--- src/rtl/core/pit_pkg.sv ---
`timescale 1ns / 1ps
// pit_pkg: shared constants for the point-in-triangle test unit
// no dependencies

package pit_pkg;

    localparam int COORD_BITS_DEF = 16;
    localparam int TOL_BITS       = 16;
    localparam int DATA_BITS      = 32;
    localparam int ADDR_BITS      = 3;
    localparam int TOL_ADDR       = 0;

    localparam logic REG_TOLERANCE = 1'b0;

endpackage

--- src/rtl/core/pit_cfg.sv ---
`timescale 1ns / 1ps
// pit_cfg: apb register file holding the tolerance register
// depends on pit_pkg

module pit_cfg (
    input  logic                              i_clk,
    input  logic                              i_rst_n,
    input  logic                              psel,
    input  logic                              penable,
    input  logic                              pwrite,
    input  logic [pit_pkg::ADDR_BITS-1:0]     paddr,
    input  logic [pit_pkg::DATA_BITS-1:0]     pwdata,
    output logic [pit_pkg::DATA_BITS-1:0]     prdata,
    output logic                              pready,
    output logic [pit_pkg::TOL_BITS-1:0]      o_tolerance
);

    logic [pit_pkg::TOL_BITS-1:0] r_tolerance;
    logic                         w_index;

    assign w_index = paddr[2];
    assign pready  = 1'b1;

    always_ff @(posedge i_clk) begin
        if (!i_rst_n) begin
            r_tolerance <= '0;
        end else if (psel && penable && pwrite && w_index == pit_pkg::REG_TOLERANCE) begin
            r_tolerance <= pwdata[pit_pkg::TOL_BITS-1:0];
        end
    end

    always_comb begin
        prdata = '0;
        if (w_index == pit_pkg::REG_TOLERANCE) begin
            prdata[pit_pkg::TOL_BITS-1:0] = r_tolerance;
        end
    end

    assign o_tolerance = r_tolerance;

endmodule

--- config.mk ---
export PLATFORM = sky130hd
export DESIGN_NAME = pit_cfg
export DESIGN_NICKNAME = d
export VERILOG_FILES = /design/src/rtl/core/pit_pkg.sv /design/src/rtl/core/pit_cfg.sv
export SDC_FILE = /design/constraint.sdc
export NUM_CORES = 1
export LEC_CHECK = 0
export BUFFER_PORTS_ARGS = -buffer_cell sky130_fd_sc_hd__buf_2
export CORE_UTILIZATION = 35
export DETAILED_ROUTE_END_ITERATION = 6
export MAX_ROUTING_LAYER = met4
export PLACE_DENSITY = 0.79
export REMOVE_ABC_BUFFERS = 1
export SYNTH_ARGS = -nofsm -noshare
export SYNTH_HDL_FRONTEND = slang
export SYNTH_SLANG_ARGS = --single-unit
export TNS_END_PERCENT = 10
--- constraint.sdc ---
create_clock -name i_clk -period 1.2 [get_ports i_clk]
set_clock_uncertainty 0.2 [all_clocks]
set_input_delay 0.24 -clock i_clk [delete_from_list [all_inputs] [get_ports i_clk]]
set_output_delay 0.24 -clock i_clk [all_outputs]
set_load 0.02 [all_outputs]
==> results of run 1 <==
[what timing repair did]
action / 4_1_cts / 5_1_grt
endpoints found under the hold margin: 15 / 0
buffers inserted: 4 / 5
resized for setup: 68 / 21
endpoints found under the setup margin: 32 / 32
pin swaps: 0 / 0
hold buffers: 15 / 0
[report_power, final]
part           switching (mW)  total, mW  internal (mW)  leakage [nW]
combinational           0.145      0.281          0.136         0.633
clock                   0.179      0.364          0.185        0.0210
sequential            0.00939      0.554          0.544         0.137
[worst register-to-register path, stage by stage, from the launching register on]
cell and delay, ps:
dfxtp_2 350, buf_6 90, nand2_1 40, mux2i_1 160
[logic make-up (layout without fill, tap and decap cells)]
| kind of cell | after synthesis | after routing |
|---|---|---|
| buffers and inverters | 23 | 87 |
| multiplexers | 16 | 16 |
| flip-flops | 16 | 16 |
| AND/OR/NAND/NOR | 49 | 49 |
| other | 2 | 17 |
[synth_stat cells]
| library cell | n |
|---|---|
| nand2_1 | 32 |
| buf_4 | 17 |
| dfxtp_1 | 16 |
| mux2i_1 | 16 |
| nor2b_1 | 10 |
| and2b_2 | 6 |
| clkbuf_1 | 4 |
| conb_1 | 2 |
| and4b_1 | 1 |
| buf_12 | 1 |
| buf_6 | 1 |
[placed cells by master, fill, tap and decap left out]
master         instances
nand2_1               32
dfxtp_2               16
buf_2                 21
nor2b_4                4
clkbuf_4               3
conb_1                17
nor2b_2                1
buf_4                 14
clkbuf_8               1
nor2b_1                5
dlygate4sd3_1         15
and2b_2                6
buf_12                 1
and4b_1                1
mux2i_1               16
buf_6                 32
[metrics by stage]
| stage | cell area [um^2] | instances | setup WS [ps] | power (mW) |
|---|---|---|---|---|
| after detailed placement | 1150 | 187 | -187.7 | 0.7611 |
| after CTS | 1544 | 210 | -197.4 | 1.199 |
| after global placement | 1150 | 187 | -134.1 | 0.7585 |
| final | 1657 | 215 | -189.0 | 1.198 |
| after global routing | 1657 | 215 | -221.4 | 1.260 |
| after floorplan | 789.5 | 98 | -276.8 | 0.6699 |
[routing by layer]
metal | vias to the layer above | track usage [%]
li1 | 454 | -
met1 | 410 | 16.12
met2 | 43 | 33.76
met3 | 0 | 3.161
met4 | 0 | 6.579
met5 | - | -
[layout make-up]
type / instances / area share [%]
tap: 30 / 2.266
multi-input combinational: 82 / 30.29
timing repair buffer: 83 / 44.71
sequential: 16 / 20.54
clock buffer: 4 / 2.190
[worst min-delay path by stage]
stage	depth (start not counted)	from	slack, ps	to
floorplan	2	pwdata[0]	180	o_tolerance[0]
global placement	2	o_tolerance[10]	250	o_tolerance[10]
detailed placement	2	o_tolerance[12]	260	o_tolerance[12]
CTS	3	pwdata[1]	10	o_tolerance[1]
global route	3	pwdata[1]	30	o_tolerance[1]
finish	3	pwdata[1]	10	o_tolerance[1]
==> impl_metrics.json, run 1 <==
{
  "cap_violations": 0,
  "ys_top_cells_by_area": "dfxtp_1, mux2i_1, buf_4",
  "met2WireLength_mm": 1.318,
  "required_ps": 760,
  "routed-via-count": 907,
  "wl_per_cell_um": 10.76,
  "grt_max_degree": 33,
  "coreArea_um2": 2455,
  "cp_slowest_cell": "dfxtp_2",
  "reg2reg_depth": 3,
  "min_period_over_period_pct": 115.7,
  "yosysTopAreaCellShare_pct": 35.31,
  "place_congestion": 0.6068,
  "yosysUniqueCellTypes": 11,
  "peakVddDrop_mv": 0.6094,
  "num_rows": 18,
  "p_leak_nw": 0.7909,
  "synth_top_family_by_area": "simple AND/OR/NAND/NOR gates",
  "grt_usage_pct": 17.15,
  "dp_hpwl_mm": 1.398,
  "clkSinkCount": 16,
  "status": "finished, violations left",
  "io_buffers": 53,
  "post-route-util_pct": 67.48,
  "first_pass_iters": 4,
  "nFillCells": 212,
  "drtIter0Drc": 1,
  "synth_compound_area_share_pct": 0,
  "start_util_pct": 36.95,
  "drv_slew": 0,
  "die_h_um": 52.91,
  "yosysSeqAreaShare_pct": 35.31,
  "hold_path_class": "in2reg",
  "holdWs_ps": 11.36,
  "ant_nets": 0,
  "wl_met1_um": 871,
  "synth.area.mux_share_pct": 17.66,
  "synth-xor-area-share_pct": 0,
  "rsz0062_at_grt": "yes",
  "largest_register_ffs": 16,
  "drive_above_1_share_pct": 53.51,
  "crit_type": "reg2out",
  "multi_input_area_um2": 501.7,
  "grt_pass1_wl_mm": 3.291,
  "synth_simple_gate_area_share_pct": 27.03,
  "cp_max_fo": 3,
  "cp-end-kind": "output port",
  "worstPathCellList": "and2b_2, buf_6",
  "synth_warnings": 0,
  "io_pins": 89,
  "seq_area_um2": 340.3,
  "nets": 226,
  "htree_levels": 1,
  "critPathArrivalTime_ps": 950,
  "clk_pin_slew_ps": 100,
  "numCtsBuffers": 3,
  "syn_area_um2": 907.1,
  "routed-wl-met3_um": 124,
  "antenna_found_initial": 0,
  "cp-start-kind": "flip-flop",
  "remaining_drc_errors": 0,
  "power_density_nw_per_um2": 723.4,
  "cts_tree": "yes",
  "setup-violations-final": 27,
  "worstSetupPathDepth": 2,
  "critPathLaunch": "o_tolerance[2]",
  "die-area_um2": 2799,
  "synth_adder_area_share_pct": 0,
  "clkLatencyLatePin_ps": 290,
  "r2r-start": "o_tolerance[1]",
  "clock_path_buffers": 2,
  "drt-total-wl_mm": 2.313,
  "synthCells": 106,
  "rrSetupSlack_ps": 280,
  "die_x_um": 52.91,
  "crit_path_max_incr_delay_ps": 340,
  "grt_pass1_vias": 781,
  "max_freq_mhz": 719.9,
  "via_per_inst": 4.219,
  "n_antenna_cell": 0,
  "root_buffer": "clkbuf_4",
  "reg2reg_to": "o_tolerance[1]",
  "layout_min_cycle_time_ps": 1389,
  "crit_family": "flip-flops",
  "syn_to_final_growth_pct": 82.62,
  "critPathCapture": "prdata[2]",
  "tns_ps": -3245,
  "yosysTopAreaCell": "dfxtp_1",
  "hold_viol_final": 0,
  "synth-seq-cells": 16,
  "overflow": 0,
  "top_layer": "met3",
  "critPathBufInv": 1,
  "violations": "negative setup slack",
  "fin_ws_ps": -189.0,
  "syn_avg_cell_area_um2": 8.558
}
Power figures use the tool's default switching activity.
==> inputs of run 2 (changes only) <==
- clock period: 1.2 -> 1.42 ns (I/O delays scaled with it)
==> run 2 against run 1 <==
The run now ends clean. Core utilization decreased by 14 points. Register-to-register slack better by 270 ps. Global-route usage shrank 4.0 points. Combinational power decreased by 36%. Clock power decreased by 37%. Setup slack improved by 200 ps. Clock-buffer cell count decreased by 1. Sequential share of layout area grew 5.5 points. Worst hold slack gained 23 ps. Non-clock buffer count shrank 22.
==> impl_metrics.json, run 2 (synthesis results as in run 1) <==
{
  "status": "completed",
  "cts_tree": "yes",
  "dp_hpwl_mm": 1.306,
  "peakVddDrop_mv": 0.3914,
  "drtIter0Drc": 3,
  "grt_pass1_wl_mm": 2.615,
  "grt_pass1_vias": 631,
  "required_ps": 940,
  "finalInstanceArea_um2": 1306,
  "max_freq_mhz": 710.6,
  "clkSinkCount": 16,
  "r2r-start": "o_tolerance[3]",
  "largest_register_ffs": 16,
  "crit_path_max_incr_delay_ps": 340,
  "p_leak_nw": 0.6685,
  "mostFrequentLayoutCell": "buf_2",
  "drt-total-wl_mm": 1.836,
  "first_pass_iters": 3,
  "clk_pin_slew_ps": 90,
  "hold_viol_final": 0,
  "tns_ps": 0,
  "cp-start-kind": "flip-flop",
  "crit_family": "flip-flops",
  "grt_max_degree": 33,
  "syn_to_final_growth_pct": 44.00,
  "place_congestion": 0.6418,
  "htree_levels": 1,
  "io_buffers": 53,
  "drv_slew": 0,
  "wl_per_cell_um": 9.563,
  "num_rows": 18,
  "min_period_over_period_pct": 99.11,
  "start_util_pct": 36.95,
  "root_buffer": "clkbuf_4",
  "power_mw": 0.8734,
  "via_per_inst": 4.208,
  "rsz0062_at_grt": "yes",
  "cap_violations": 0,
  "critPathBufInv": 1,
  "die_h_um": 52.91,
  "cp_max_fo": 3,
  "drive_above_1_share_pct": 56.17,
  "coreArea_um2": 2455,
  "power_density_nw_per_um2": 668.6,
  "final_cell_mix": "buf_2, nand2_1, conb_1, mux2i_1, dfxtp_2",
  "crit_type": "reg2out",
  "layout_min_cycle_time_ps": 1407,
  "n_antenna_cell": 0,
  "placed_area_um2": 1142,
  "ant_nets": 0,
  "worstPathCellList": "nor2b_1, buf_4",
  "remaining_drc_errors": 0,
  "critPathLaunch": "o_tolerance[8]",
  "io_pins": 89,
  "worst_hold_startpoint": "pwdata[15]",
  "clock_path_buffers": 2,
  "nets": 204,
  "clkLatencyLatePin_ps": 270,
  "hold_path_class": "in2reg",
  "antenna_found_initial": 0,
  "die_x_um": 52.91,
  "grt_usage_pct": 13.13,
  "cp-end-kind": "output port",
  "die-area_um2": 2799,
  "critPathArrivalTime_ps": 920,
  "routed-via-count": 808,
  "cp_slowest_cell": "dfxtp_2",
  "overflow": 0,
  "numCtsBuffers": 3,
  "setup-violations-final": 0
}
## run 2: path summary, 6_finish.rpt
check                                       end  slack (ps)  depth (start not counted)
worst max-delay path                  prdata[8]          10                          2
worst min-delay path            o_tolerance[15]          30                          3
worst max register to register   o_tolerance[3]         550                          3
worst min register to register  o_tolerance[12]         260                          2
## run 2: layout make-up
type                    instances  area, um^2
clock buffers                   3       22.52
fillers                       257        1149
multi-input cells              82       491.7
flip-flops and latches         16       340.3
well taps                      30       37.54
repair buffers                 61       414.1
## run 2: stage by stage
step | hold WS (ps) | setup slack (ps) | std cells | utilization (%)
4_1_cts | 29.18 | -2.500 | 190 | 48.73
5_1_grt | 23.04 | -51.58 | 192 | 53.21
3_3_place_gp | 252.9 | -14.37 | 186 | 46.53
3_5_place_dp | 258.1 | -43.22 | 186 | 46.53
2_1_floorplan | 226.1 | -100.8 | 98 | -
6_report | 34.37 | 12.71 | 192 | 53.21
## run 2: per-layer routing
metal  up-vias  wire, um  GRT usage (%)
li1        412         -              -
met1       353       757          13.97
met2        43       922          23.00
met3         0       156          4.310
met4         0         0          3.947
met5         -         0              -
## run 2: power breakdown
group	total, mW	internal (mW)	switching, mW
Sequential	0.466	0.460	0.00601
Combinational	0.179	0.0689	0.110
Clock	0.228	0.0981	0.130
Total	0.873	0.627	0.247
## run 2: timing repair
| action | CTS | global route |
|---|---|---|
| buffers inserted | 1 | 2 |
| hold endpoints to repair | 0 | 0 |
| hold buffers | 0 | 0 |
| resized for setup | 12 | 36 |
| setup endpoints to repair | 7 | 16 |
## run 2: worst register-to-register path, cell delays in order (launching register included)
cell     delay, ps
dfxtp_2        330
buf_4          130
nand2_1         50
mux2i_1         60
